<file path="config.mk">
export PLATFORM = sky130hd
export DESIGN_NAME = i2c_master_register_access_top
export DESIGN_NICKNAME = d
export VERILOG_FILES = /design/src/rtl/i2cmra_pkg.sv /design/src/rtl/i2c_master_register_access_top.sv
export SDC_FILE = /design/constraint.sdc
export NUM_CORES = 1
export LEC_CHECK = 0
export BUFFER_PORTS_ARGS = -buffer_cell sky130_fd_sc_hd__buf_2
export CORE_MARGIN = 2
export CORE_UTILIZATION = 65
export CTS_CLUSTER_DIAMETER = 150
export DETAILED_ROUTE_END_ITERATION = 12
export GPL_TIMING_DRIVEN = 1
export PLACE_DENSITY = 0.87
export RECOVER_POWER = 50
export SYNTH_ARGS = -nofsm -noshare
export SYNTH_HDL_FRONTEND = slang
export SYNTH_SLANG_ARGS = --single-unit
</file>
<file path="constraint.sdc">
create_clock -name clk -period 12.35 [get_ports clk]
set_input_delay 1.8525 -clock clk [delete_from_list [all_inputs] [get_ports clk]]
set_output_delay 1.8525 -clock clk [all_outputs]
set_load 0.01 [all_outputs]
</file>
<file path="src/rtl/i2cmra_pkg.sv">
// Package for the I2C master register access block: phase codes, stage codes,
// command codes and register indexes. No dependencies.
package i2cmra_pkg;

    typedef enum logic [20:0] {
        PH_IDLE      = 21'd1 << 0,
        PH_START_A   = 21'd1 << 1,
        PH_START_B   = 21'd1 << 2,
        PH_START_C   = 21'd1 << 3,
        PH_BIT_LOW   = 21'd1 << 4,
        PH_BIT_HIGH  = 21'd1 << 5,
        PH_BIT_HOLD  = 21'd1 << 6,
        PH_ACKW_LOW  = 21'd1 << 7,
        PH_ACKW_HIGH = 21'd1 << 8,
        PH_ACK_DONE  = 21'd1 << 9,
        PH_WAIT_BYTE = 21'd1 << 10,
        PH_RX_LOW    = 21'd1 << 11,
        PH_RX_HIGH   = 21'd1 << 12,
        PH_MACK_LOW  = 21'd1 << 13,
        PH_MACK_HIGH = 21'd1 << 14,
        PH_MACK_HOLD = 21'd1 << 15,
        PH_STOP_A    = 21'd1 << 16,
        PH_STOP_B    = 21'd1 << 17,
        PH_STOP_C    = 21'd1 << 18,
        PH_STOP_D    = 21'd1 << 19,
        PH_RETRY     = 21'd1 << 20
    } phase_t;

    typedef enum logic [1:0] {
        ST_DEV_W = 2'd0,
        ST_REG   = 2'd1,
        ST_DATA  = 2'd2,
        ST_DEV_R = 2'd3
    } stage_t;

    localparam logic [1:0] CMD_TICK  = 2'd0;
    localparam logic [1:0] CMD_WRITE = 2'd1;
    localparam logic [1:0] CMD_READ  = 2'd2;
    localparam logic [1:0] CMD_BYTE  = 2'd3;

    localparam logic [1:0] REG_PHASE_TICKS = 2'd0;
    localparam logic [1:0] REG_RETRY_DELAY = 2'd1;
    localparam logic [1:0] REG_MAX_RETRIES = 2'd2;
    localparam logic [1:0] REG_ACK_POLL    = 2'd3;

endpackage

</file>
<file path="src/rtl/i2c_master_register_access_top.sv">
// I2C master register access, top level: the phase sequencer and result register.
// Depends on i2cmra_pkg.
// Each accepted input transfer is one bus tick; one result transfer follows per tick. The
// sequencer updates in the accept cycle and the result sits in an output register, so a
// transfer is taken every clock while the result side keeps up.
module i2c_master_register_access_top (
    input  logic        clk,
    input  logic        rst_n,
    input  logic        cfg_we,
    input  logic [1:0]  cfg_index,
    input  logic [31:0] cfg_data,
    input  logic        in_valid,
    output logic        in_ready,
    input  logic [1:0]  cmd,
    input  logic [6:0]  dev_addr,
    input  logic [7:0]  sub_addr,
    input  logic [7:0]  byte_count,
    input  logic [7:0]  wr_byte,
    input  logic        sda_in,
    output logic        out_valid,
    input  logic        out_ready,
    output logic        scl_out,
    output logic        sda_out,
    output logic [7:0]  rd_byte,
    output logic        rd_valid,
    output logic        need_byte,
    output logic        busy_res,
    output logic        done_res,
    output logic        status
);
    import i2cmra_pkg::*;

    logic [15:0] phase_ticks_reg;
    logic [31:0] retry_delay_reg;
    logic [3:0]  max_retries_reg;
    logic [9:0]  ack_poll_reg;

    phase_t      phase_reg, phase_next;
    stage_t      stage_reg, stage_next;
    logic [15:0] pcount_reg, pcount_next;
    logic [2:0]  bit_reg, bit_next;
    logic [7:0]  shift_reg, shift_next;
    logic [7:0]  left_reg, left_next;
    logic [3:0]  retry_reg, retry_next;
    logic [31:0] delay_reg, delay_next;
    logic [9:0]  poll_reg, poll_next;
    logic [6:0]  sdev_reg, sdev_next;
    logic [7:0]  sreg_reg, sreg_next;
    logic [7:0]  scount_reg, scount_next;
    logic        isrd_reg, isrd_next;
    logic        err_reg, err_next;

    logic        ov_reg;
    logic [7:0]  res_rdb_reg;
    logic        res_scl_reg, res_sda_reg, res_rdv_reg, res_need_reg;
    logic        res_busy_reg, res_done_reg, res_st_reg;

    logic        accept;
    logic        over;
    logic [15:0] plen;
    logic [16:0] pinc;
    logic [31:0] dinc;
    logic        bitv, ackv;
    logic        scl, sda, rdv, need, busy, done, st;
    logic [7:0]  rdb;

    assign in_ready = !ov_reg || out_ready;
    assign accept = in_valid && in_ready;

    always_ff @(posedge clk or negedge rst_n)
    begin
        if (!rst_n)
        begin
            phase_ticks_reg <= 16'd1;
            retry_delay_reg <= 32'd55;
            max_retries_reg <= 4'd5;
            ack_poll_reg    <= 10'd250;
        end
        else if (cfg_we)
        begin
            unique case (cfg_index)
                REG_PHASE_TICKS: phase_ticks_reg <= cfg_data[15:0];
                REG_RETRY_DELAY: retry_delay_reg <= cfg_data;
                REG_MAX_RETRIES: max_retries_reg <= cfg_data[3:0];
                REG_ACK_POLL:    ack_poll_reg    <= cfg_data[9:0];
                default: ;
            endcase
        end
    end

    assign plen = (phase_ticks_reg == 16'd0) ? 16'd1 : phase_ticks_reg;
    assign pinc = {1'b0, pcount_reg} + 17'd1;
    assign over = pinc >= {1'b0, plen};
    assign dinc = delay_reg + 32'd1;
    assign bitv = shift_reg[3'd7 - bit_reg];
    assign ackv = (left_reg == 8'd0);

    always_comb
    begin
        scl = 1'b1;
        sda = 1'b1;
        unique case (phase_reg)
            PH_START_B, PH_STOP_C: sda = 1'b0;
            PH_START_C, PH_STOP_B:
            begin
                scl = 1'b0;
                sda = 1'b0;
            end
            PH_BIT_LOW, PH_BIT_HOLD:
            begin
                scl = 1'b0;
                sda = bitv;
            end
            PH_BIT_HIGH: sda = bitv;
            PH_ACKW_LOW, PH_ACK_DONE, PH_WAIT_BYTE, PH_RX_LOW, PH_STOP_A: scl = 1'b0;
            PH_MACK_LOW, PH_MACK_HOLD:
            begin
                scl = 1'b0;
                sda = ackv;
            end
            PH_MACK_HIGH: sda = ackv;
            default: ;
        endcase
    end

    always_comb
    begin
        phase_next  = phase_reg;
        stage_next  = stage_reg;
        pcount_next = over ? 16'd0 : pinc[15:0];
        bit_next    = bit_reg;
        shift_next  = shift_reg;
        left_next   = left_reg;
        retry_next  = retry_reg;
        delay_next  = delay_reg;
        poll_next   = poll_reg;
        sdev_next   = sdev_reg;
        sreg_next   = sreg_reg;
        scount_next = scount_reg;
        isrd_next   = isrd_reg;
        err_next    = err_reg;
        rdv  = 1'b0;
        rdb  = 8'd0;
        done = 1'b0;
        st   = 1'b0;
        need = (phase_reg == PH_WAIT_BYTE);
        busy = (phase_reg != PH_IDLE);

        unique case (phase_reg)
            PH_IDLE:
            begin
                pcount_next = pcount_reg;
                if (cmd == CMD_WRITE || cmd == CMD_READ)
                begin
                    sdev_next   = dev_addr;
                    sreg_next   = sub_addr;
                    scount_next = byte_count;
                    isrd_next   = (cmd == CMD_READ);
                    retry_next  = 4'd0;
                    delay_next  = 32'd0;
                    busy        = 1'b1;
                    stage_next  = ST_DEV_W;
                    left_next   = byte_count;
                    err_next    = 1'b0;
                    bit_next    = 3'd0;
                    shift_next  = 8'd0;
                    poll_next   = 10'd0;
                    phase_next  = PH_START_A;
                    pcount_next = 16'd0;
                end
            end
            PH_START_A: if (over) phase_next = PH_START_B;
            PH_START_B: if (over) phase_next = PH_START_C;
            PH_START_C:
                if (over)
                begin
                    shift_next = {sdev_reg, stage_reg == ST_DEV_R};
                    bit_next   = 3'd0;
                    phase_next = PH_BIT_LOW;
                end
            PH_BIT_LOW:  if (over) phase_next = PH_BIT_HIGH;
            PH_BIT_HIGH: if (over) phase_next = PH_BIT_HOLD;
            PH_BIT_HOLD:
                if (over)
                begin
                    if (bit_reg == 3'd7)
                        phase_next = PH_ACKW_LOW;
                    else
                    begin
                        bit_next   = bit_reg + 3'd1;
                        phase_next = PH_BIT_LOW;
                    end
                end
            PH_ACKW_LOW:
                if (over)
                begin
                    poll_next  = 10'd0;
                    phase_next = PH_ACKW_HIGH;
                end
            PH_ACKW_HIGH:
            begin
                pcount_next = pcount_reg;
                if (!sda_in)
                begin
                    phase_next  = PH_ACK_DONE;
                    pcount_next = 16'd0;
                end
                else if (poll_reg >= ack_poll_reg)
                begin
                    err_next    = 1'b1;
                    phase_next  = PH_STOP_A;
                    pcount_next = 16'd0;
                end
                else
                    poll_next = poll_reg + 10'd1;
            end
            PH_ACK_DONE:
                if (over)
                begin
                    case (stage_reg)
                        ST_DEV_W:
                        begin
                            stage_next = ST_REG;
                            shift_next = sreg_reg;
                            bit_next   = 3'd0;
                            phase_next = PH_BIT_LOW;
                        end
                        ST_REG:
                            if (isrd_reg)
                            begin
                                stage_next = ST_DEV_R;
                                phase_next = PH_START_A;
                            end
                            else
                            begin
                                stage_next = ST_DATA;
                                phase_next = (left_reg == 8'd0) ? PH_STOP_A : PH_WAIT_BYTE;
                            end
                        ST_DATA:
                        begin
                            if (left_reg != 8'd0)
                                left_next = left_reg - 8'd1;
                            phase_next = (left_reg <= 8'd1) ? PH_STOP_A : PH_WAIT_BYTE;
                        end
                        default:
                            if (left_reg == 8'd0)
                                phase_next = PH_STOP_A;
                            else
                            begin
                                bit_next   = 3'd0;
                                shift_next = 8'd0;
                                phase_next = PH_RX_LOW;
                            end
                    endcase
                end
            PH_WAIT_BYTE:
            begin
                pcount_next = pcount_reg;
                if (cmd == CMD_BYTE)
                begin
                    shift_next  = wr_byte;
                    bit_next    = 3'd0;
                    phase_next  = PH_BIT_LOW;
                    pcount_next = 16'd0;
                end
            end
            PH_RX_LOW: if (over) phase_next = PH_RX_HIGH;
            PH_RX_HIGH:
                if (over)
                begin
                    shift_next = {shift_reg[6:0], sda_in};
                    if (bit_reg == 3'd7)
                    begin
                        rdv = 1'b1;
                        rdb = {shift_reg[6:0], sda_in};
                        if (left_reg != 8'd0)
                            left_next = left_reg - 8'd1;
                        phase_next = PH_MACK_LOW;
                    end
                    else
                    begin
                        bit_next   = bit_reg + 3'd1;
                        phase_next = PH_RX_LOW;
                    end
                end
            PH_MACK_LOW:  if (over) phase_next = PH_MACK_HIGH;
            PH_MACK_HIGH: if (over) phase_next = PH_MACK_HOLD;
            PH_MACK_HOLD:
                if (over)
                begin
                    if (left_reg == 8'd0)
                        phase_next = PH_STOP_A;
                    else
                    begin
                        bit_next   = 3'd0;
                        shift_next = 8'd0;
                        phase_next = PH_RX_LOW;
                    end
                end
            PH_STOP_A: if (over) phase_next = PH_STOP_B;
            PH_STOP_B: if (over) phase_next = PH_STOP_C;
            PH_STOP_C: if (over) phase_next = PH_STOP_D;
            PH_STOP_D:
                if (over)
                begin
                    if (err_reg && retry_delay_reg != 32'd0 && retry_reg < max_retries_reg)
                    begin
                        retry_next = retry_reg + 4'd1;
                        delay_next = 32'd0;
                        phase_next = PH_RETRY;
                    end
                    else
                    begin
                        done       = 1'b1;
                        st         = err_reg;
                        err_next   = 1'b0;
                        phase_next = PH_IDLE;
                    end
                end
            PH_RETRY:
            begin
                pcount_next = pcount_reg;
                delay_next  = dinc;
                if (dinc >= retry_delay_reg)
                begin
                    stage_next  = ST_DEV_W;
                    left_next   = scount_reg;
                    err_next    = 1'b0;
                    bit_next    = 3'd0;
                    shift_next  = 8'd0;
                    poll_next   = 10'd0;
                    phase_next  = PH_START_A;
                    pcount_next = 16'd0;
                end
            end
            default:
            begin
                phase_next  = PH_IDLE;
                pcount_next = 16'd0;
            end
        endcase
    end

    always_ff @(posedge clk or negedge rst_n)
    begin
        if (!rst_n)
        begin
            phase_reg  <= PH_IDLE;
            stage_reg  <= ST_DEV_W;
            pcount_reg <= 16'd0;
            bit_reg    <= 3'd0;
            shift_reg  <= 8'd0;
            left_reg   <= 8'd0;
            retry_reg  <= 4'd0;
            delay_reg  <= 32'd0;
            poll_reg   <= 10'd0;
            sdev_reg   <= 7'd0;
            sreg_reg   <= 8'd0;
            scount_reg <= 8'd0;
            isrd_reg   <= 1'b0;
            err_reg    <= 1'b0;
        end
        else if (accept)
        begin
            phase_reg  <= phase_next;
            stage_reg  <= stage_next;
            pcount_reg <= pcount_next;
            bit_reg    <= bit_next;
            shift_reg  <= shift_next;
            left_reg   <= left_next;
            retry_reg  <= retry_next;
            delay_reg  <= delay_next;
            poll_reg   <= poll_next;
            sdev_reg   <= sdev_next;
            sreg_reg   <= sreg_next;
            scount_reg <= scount_next;
            isrd_reg   <= isrd_next;
            err_reg    <= err_next;
        end
    end

    always_ff @(posedge clk or negedge rst_n)
    begin
        if (!rst_n)
            ov_reg <= 1'b0;
        else if (accept)
            ov_reg <= 1'b1;
        else if (out_ready)
            ov_reg <= 1'b0;
    end

    always_ff @(posedge clk)
    begin
        if (accept)
        begin
            res_scl_reg  <= scl;
            res_sda_reg  <= sda;
            res_rdb_reg  <= rdb;
            res_rdv_reg  <= rdv;
            res_need_reg <= need;
            res_busy_reg <= busy;
            res_done_reg <= done;
            res_st_reg   <= st;
        end
    end

    assign out_valid = ov_reg;
    assign scl_out   = res_scl_reg;
    assign sda_out   = res_sda_reg;
    assign rd_byte   = res_rdb_reg;
    assign rd_valid  = res_rdv_reg;
    assign need_byte = res_need_reg;
    assign busy_res  = res_busy_reg;
    assign done_res  = res_done_reg;
    assign status    = res_st_reg;

    // The phase register always holds exactly one phase.
    a_phase_onehot: assert property (@(posedge clk) disable iff (!rst_n)
        $onehot(phase_reg))
        else $error("phase register not one-hot");

    // A completed transaction always returns the sequencer to idle.
    a_done_idle: assert property (@(posedge clk) disable iff (!rst_n)
        accept && done |=> phase_reg == PH_IDLE)
        else $error("done without return to idle");

    // A retry wait is only ever entered after a retry has been counted.
    a_retry_bound: assert property (@(posedge clk) disable iff (!rst_n)
        phase_reg == PH_RETRY |-> retry_reg != 4'd0)
        else $error("retry wait without a counted retry");

endmodule

</file>
==> results of run 1 <==
==> layout by cell type, fill, tap and decap left out, types with 24 or more instances in the layout <==
cell       Yosys  final
o21ai_0       68     68
dfrtp_1      177    177
xnor2_1       35     35
a21oi_1       49     49
nor3_1        32     31
ha_1          77     77
nor2_1        65     65
nand2_1       80     80
o31ai_1       26     26
clkbuf_16      0     24
nor4_1        26     26
a22o_1        49     49
nand3_1       37     37
buf_2          9     75
and3_1        25     25
nand4_1       27     27
inv_1         82     82
mux2_2        74     71
==> how the worst min path moves through the flow <==
stage                                    end  slack (ns)  cells past startpoint
after detailed placement  max_retries_reg[3]        0.49                      1
after floorplan                 shift_reg[7]        0.47                      1
after global placement          shift_reg[7]        0.49                      1
final                          scount_reg[1]        0.51                      1
after CTS                    ack_poll_reg[2]        0.51                      1
after global routing             sreg_reg[0]        0.53                      1
==> layer usage <==
layer | vias up | global-route usage (%)
li1 | 4667 | -
met2 | 434 | 52.58
met4 | 0 | 11.37
met1 | 5043 | 42.97
met5 | - | 0
met3 | 116 | 4.556
==> cell families (layout without fill, tap and decap cells) <==
group	after synthesis	in the layout
simple gates	405	405
compound gates	257	257
flops	207	207
buf+inv	129	221
mux	96	96
fa+ha+maj	77	77
xor+xnor	54	54
==> stage by stage <==
step / std cells / power, W / hold slack [ns]
global placement: 1509 / 0.001393 / 0.4866
finish: 1551 / 0.002148 / 0.5096
floorplan: 1225 / 0.001269 / 0.4681
detailed placement: 1509 / 0.001422 / 0.4943
global route: 1551 / 0.002241 / 0.5277
CTS: 1551 / 0.002142 / 0.5092
==> report_power, final <==
part,internal [W],switching (W)
Clock,0.000424,0.000293
Sequential,0.000810,0.000106
Combinational,0.000215,0.000300
==> cell type report <==
| type | instances | area (um^2) |
|---|---|---|
| Inverter | 83 | 311.5 |
| Clock buffer | 26 | 618.1 |
| Fill cell | 1309 | 4997 |
| Multi-Input combinational cell | 889 | 6506 |
| Clock inverter | 16 | 170.2 |
| Sequential cell | 207 | 5274 |
| Tap cell | 234 | 292.8 |
| Timing Repair Buffer | 96 | 473.0 |
==> flow_summary.ini, run 1 <==
[sta]
final_max_slew_viol_count = 160
worst_slew_pin_slew_ns = 6.726
rsz0062_at_grt = false
fmax_mhz = 131.7
finalClockSkew_ns = 0.01143
worst_slack_ns = 4.758
period_share_pct = 61.47
layout_min_cycle_time_ns = 7.592
hold_viol_final = 0
setup_viol = 0
tns_ns = 0
max_slew_margin_pct = -348.4

[critical_path]
crit_path_start_kind = input port
r2r_setup_slack_ns = 6.70
cp_cell_sequence = clkbuf_1
endpoint_kind = async pin
cp_top_family = buffers and inverters
worstPathArrival_ns = 6.56
slowest_stage = clkbuf_1
reg2reg_to = phase_reg[1]
crit_path_end = pcount_reg[12]
timing.rr.start = delay_reg[0]
path_depth = 1
startpoint = rst_n
crit_fanout = 126
critPathKind = in2async
slowest_delay_ns = 4.61
crit_required_ns = 11.32
ff2ff_path_depth = 16
critPathBufInv = 1

[cells_and_area]
final_util_pct = 73.19
drive_gt1_share_pct = 17.31
syn2layout_area_growth_pct = 10.93
num_antenna_cells = 0
final_nets = 1450
design_area_mm2 = 0.01365

[clock_network]
cts.sinks = 207
cts_buffers = 23
cts_resized = 0
ctsHoldBuffers = 0
clk_pin_slew_ns = 0.06
postCtsSetupBuffers = 0
cts_tree = done
cts_buffer_depth = 3
cts_root_buffer = clkbuf_16
htree_levels = 1
insertion_delay_ns = 0.53

[run_status]
violations = max-capacitance violations, max-slew violations
status = complete, but fails checks

[route]
num_vias = 10260
dr_wl_met2_um = 15260
drc = 0
route.detailed.wl_per_inst_um = 20.39
maxUsedRoutingLayer = met4
route.met3.wl_um = 2178
dr.pass1.iters = 5
wl_met1_um = 12980
routed_wl_um = 31630
drtIter0Drc = 1048
vias_per_cell = 6.615
ant_nets = 0

[yosys]
synth_area_leaders = dfrtp_1 36%, ha_1 7.8%, mux2_2 6.8%
synth_commonest_cells = 177 x dfrtp_1, 82 x inv_1, 80 x nand2_1
syn_inst = 1225
ys.flop_type = dfrtp_1
synth_mux_area_share_pct = 8.921
yosysMostFrequentCell = dfrtp_1
synth.top_cell.area_share_pct = 36.01
synth-simple-area-share_pct = 18.01
ys_types = 73
synth_top_family_by_area = simple AND/OR/NAND/NOR gates
synth_area_mm2 = 0.01230
synth_compound_area_share_pct = 14.27
syn_area_per_cell_um2 = 10.04
synth-seq-cells = 207
ys_seq_area_share_pct = 42.87
synth_area_leader_cell = dfrtp_1
synth_xor_area_share_pct = 3.845
yosysWarnings = 0
synthAdderAreaFrac_pct = 7.832
syn_nets = 1375
async_flop_share_pct = 92.75
synth_edf_count = 15

[floorplanning]
rows = 50
die_w_um = 141.6
io_pins = 90
die_y_um = 141.6
start_util_pct = 65.98
coreArea_mm2 = 0.01864
die_area_mm2 = 0.02004

[min_path]
hold_class = reg2reg
worstHoldStart = scount_reg[1]

[global_routing]
grt_pass1_wl_um = 51300
gr-total-overflow = 0
grt_max_degree = 127
antenna_found_initial = 0
grt_pass1_vias = 10176
grt_usage_pct = 31.71

[pwr]
leakage_nw = 6.395
vdd_drop_max_uv = 163.5
p_per_area_mw_per_mm2 = 157.4

[placed_design]
portBuffers = 89
globalplace.congestion = 0.9727
post-place-ws_ns = 6.859
placed_area_mm2 = 0.01290
hpwl_um = 22290

[flow_run]
cap_violations = 2
Power figures use the tool's default switching activity.
==> run 2, diff against run 1 <==
--- a/config.mk
+++ b/config.mk
@@ -7,11 +7,11 @@
 export LEC_CHECK = 0
 export BUFFER_PORTS_ARGS = -buffer_cell sky130_fd_sc_hd__buf_2
 export CORE_MARGIN = 2
-export CORE_UTILIZATION = 65
+export CORE_UTILIZATION = 55
 export CTS_CLUSTER_DIAMETER = 150
 export DETAILED_ROUTE_END_ITERATION = 12
 export GPL_TIMING_DRIVEN = 1
-export PLACE_DENSITY = 0.87
+export PLACE_DENSITY = 0.79
 export RECOVER_POWER = 50
 export SYNTH_ARGS = -nofsm -noshare
 export SYNTH_HDL_FRONTEND = slang
==> constraint.sdc (replaced) <==
create_clock -name clk -period 6.55 [get_ports clk]
set_input_delay 0.9825 -clock clk [delete_from_list [all_inputs] [get_ports clk]]
set_output_delay 0.9825 -clock clk [all_outputs]
set_load 0.01 [all_outputs]
==> run 2 against run 1 <==
Effect of this change:
- the run still ends with max-capacitance violations, max-slew violations left
- utilization decreased by 11 points
- non-clock buffer count increased by 2
- setup slack got worse by 3.6 ns
- flip-flop and latch count unchanged
- cell area increased by 0.50%
- critical path type is now reg2reg
- highest routed layer unchanged
==> flow_summary.ini, run 2 (same netlist as run 1, synthesis figures left out) <==
[cells_and_area]
layout_commonest_cell = dfrtp_1
drive_gt1_share_pct = 17.79
num_antenna_cells = 0
final_util_pct = 62.64
nFillCells = 1799
final_cells = 1601
final_nets = 1453
syn2layout_area_growth_pct = 11.48
multi_input_area_mm2 = 0.006510
most-common-layout-cells = 177 x dfrtp_1, 83 x buf_2, 82 x inv_1
final-seq-area_mm2 = 0.005274

[critical_path]
slowest_stage = nor3_1
crit_path_start_kind = register
crit_fanout = 27
cp_top_family = simple AND/OR/NAND/NOR gates
slowest_delay_ns = 0.81
worstPathArrival_ns = 5.73
critPathKind = reg2reg
cpMostUsedCell = nand4_1
crit_required_ns = 6.90
critPathBufInv = 1
endpoint_kind = register
cp_cell_sequence = and3_1, nand3_1, nor4_2, buf_4, nand4_1, nor3_1, and3_1, xor2_1, ha_1, nand4_1, nor4_1, nand4_1, a311oi_1, or4_4, nand2_2, nor3_1, a21oi_1

[sta]
layout_min_cycle_time_ns = 5.377
worst_slew_pin_slew_ns = 3.433
period_share_pct = 82.10
fmax_mhz = 186.0
rsz0062_at_grt = false
final_max_slew_viol_count = 229
tns_ns = 0
hold_viol_final = 0
finalClockSkew_ns = 0.009303
max_slew_margin_pct = -128.9
setup_viol = 0

[global_routing]
gr-usage-met1_pct = 35.92
antenna_found_initial = 0
grt_util_met3_pct = 3.946
grt_use_met2_pct = 42.79
grt-busiest-layer = met2
grt_usage_pct = 26.04
gr-total-overflow = 0
grt_pass1_vias = 9991
grt_max_degree = 71
grt_pass1_wl_um = 50830

[pwr]
clockPowerShare_pct = 33.0
switching_power_w = 0.001260
swShare_pct = 31.58
p_int_w = 0.002730
p_per_area_mw_per_mm2 = 291.0
pwr-share-seq_pct = 43.1
leakage_nw = 6.424
combPwrFrac_pct = 24.0
vdd_drop_max_uv = 231.5

[clock_network]
cts_buffer_depth = 3
cts.sinks = 207
htree_levels = 1
clk_pin_slew_ns = 0.06
cts_tree = done
postCtsSetupBuffers = 0
cts_buffers = 24
ctsHoldBuffers = 0
cts_resized = 0
cts_root_buffer = clkbuf_16
insertion_delay_ns = 0.52

[floorplanning]
coreArea_mm2 = 0.02189
start_util_pct = 56.19
die_area_mm2 = 0.02358
die_y_um = 153.6
rows = 54
die_w_um = 153.6
io_pins = 90

[route]
ant_nets = 0
drc = 0
dr.pass1.iters = 6
route.detailed.wl_per_inst_um = 19.16
num_vias = 9972
routed_wl_um = 30670
drtIter0Drc = 864
vias_per_cell = 6.229

[placed_design]
portBuffers = 89
dp.cells = 1557
globalplace.congestion = 0.9241
hpwl_um = 22360

[min_path]
hold_class = reg2reg

[run_status]
violations = max-capacitance violations, max-slew violations
status = complete, but fails checks

[flow_run]
cap_violations = 4
-- run 2: changes by cell type in the layout (fill, tap and decap cells not counted), sizes merged --
| cell | change |
|---|---|
| buf | +8 |
| clkbuf | +10 |
| bufinv | -2 |
| inv | -1 |
| clkinvlp | -3 |
| clkinv | -8 |
-- run 2: path summary, 6_finish.rpt --
kind                            endpoint           from  cells after the start  slack [ns]
max                          poll_reg[4]   delay_reg[0]                     17        1.17
max reg2reg                  poll_reg[4]   delay_reg[0]                     17        1.17
max in group asynchronous   phase_reg[5]          rst_n                      2        1.77
min                        scount_reg[6]  scount_reg[6]                      1        0.51
min reg2reg                scount_reg[6]  scount_reg[6]                      1        0.51
min in group asynchronous    poll_reg[1]          rst_n                      1        1.63
-- run 2: stage by stage --
| stage | setup slack [ns] | instance area (um^2) | total power, W | hold slack, ns |
|---|---|---|---|---|
| after floorplan | 1.823 | 12300 | 0.002392 | 0.4681 |
| after global placement | 1.589 | 12970 | 0.002640 | 0.4861 |
| after detailed placement | 1.288 | 12970 | 0.002678 | 0.4987 |
| after CTS | 1.228 | 13750 | 0.004000 | 0.4671 |
| after global routing | 0.7005 | 13710 | 0.004199 | 0.5206 |
| final | 1.173 | 13710 | 0.003990 | 0.5091 |
-- run 2: cell type report --
cell class / instances / area share [%]
multi-input combinational: 889 / 47.47
sequential: 207 / 38.46
clock buffer: 42 / 5.392
timing repair buffer: 98 / 3.595
tap: 280 / 2.555
inverter: 83 / 2.272
clock inverter: 2 / 0.2555
-- run 2: power groups by stage --
stage               Sequential [W]  Clock, W  Combinational [W]
floorplan                  0.00167         0           0.000721
global placement           0.00172         0           0.000918
detailed placement         0.00173         0           0.000947
CTS                        0.00171   0.00133           0.000953
global route               0.00175   0.00138            0.00106
finish                     0.00172   0.00132           0.000956
-- run 2: per-layer routing --
metal	routed length [um]	up-vias
met4	952	0
met2	14620	337
met1	13330	4879
met3	1758	75
li1	-	4681
met5	0	-
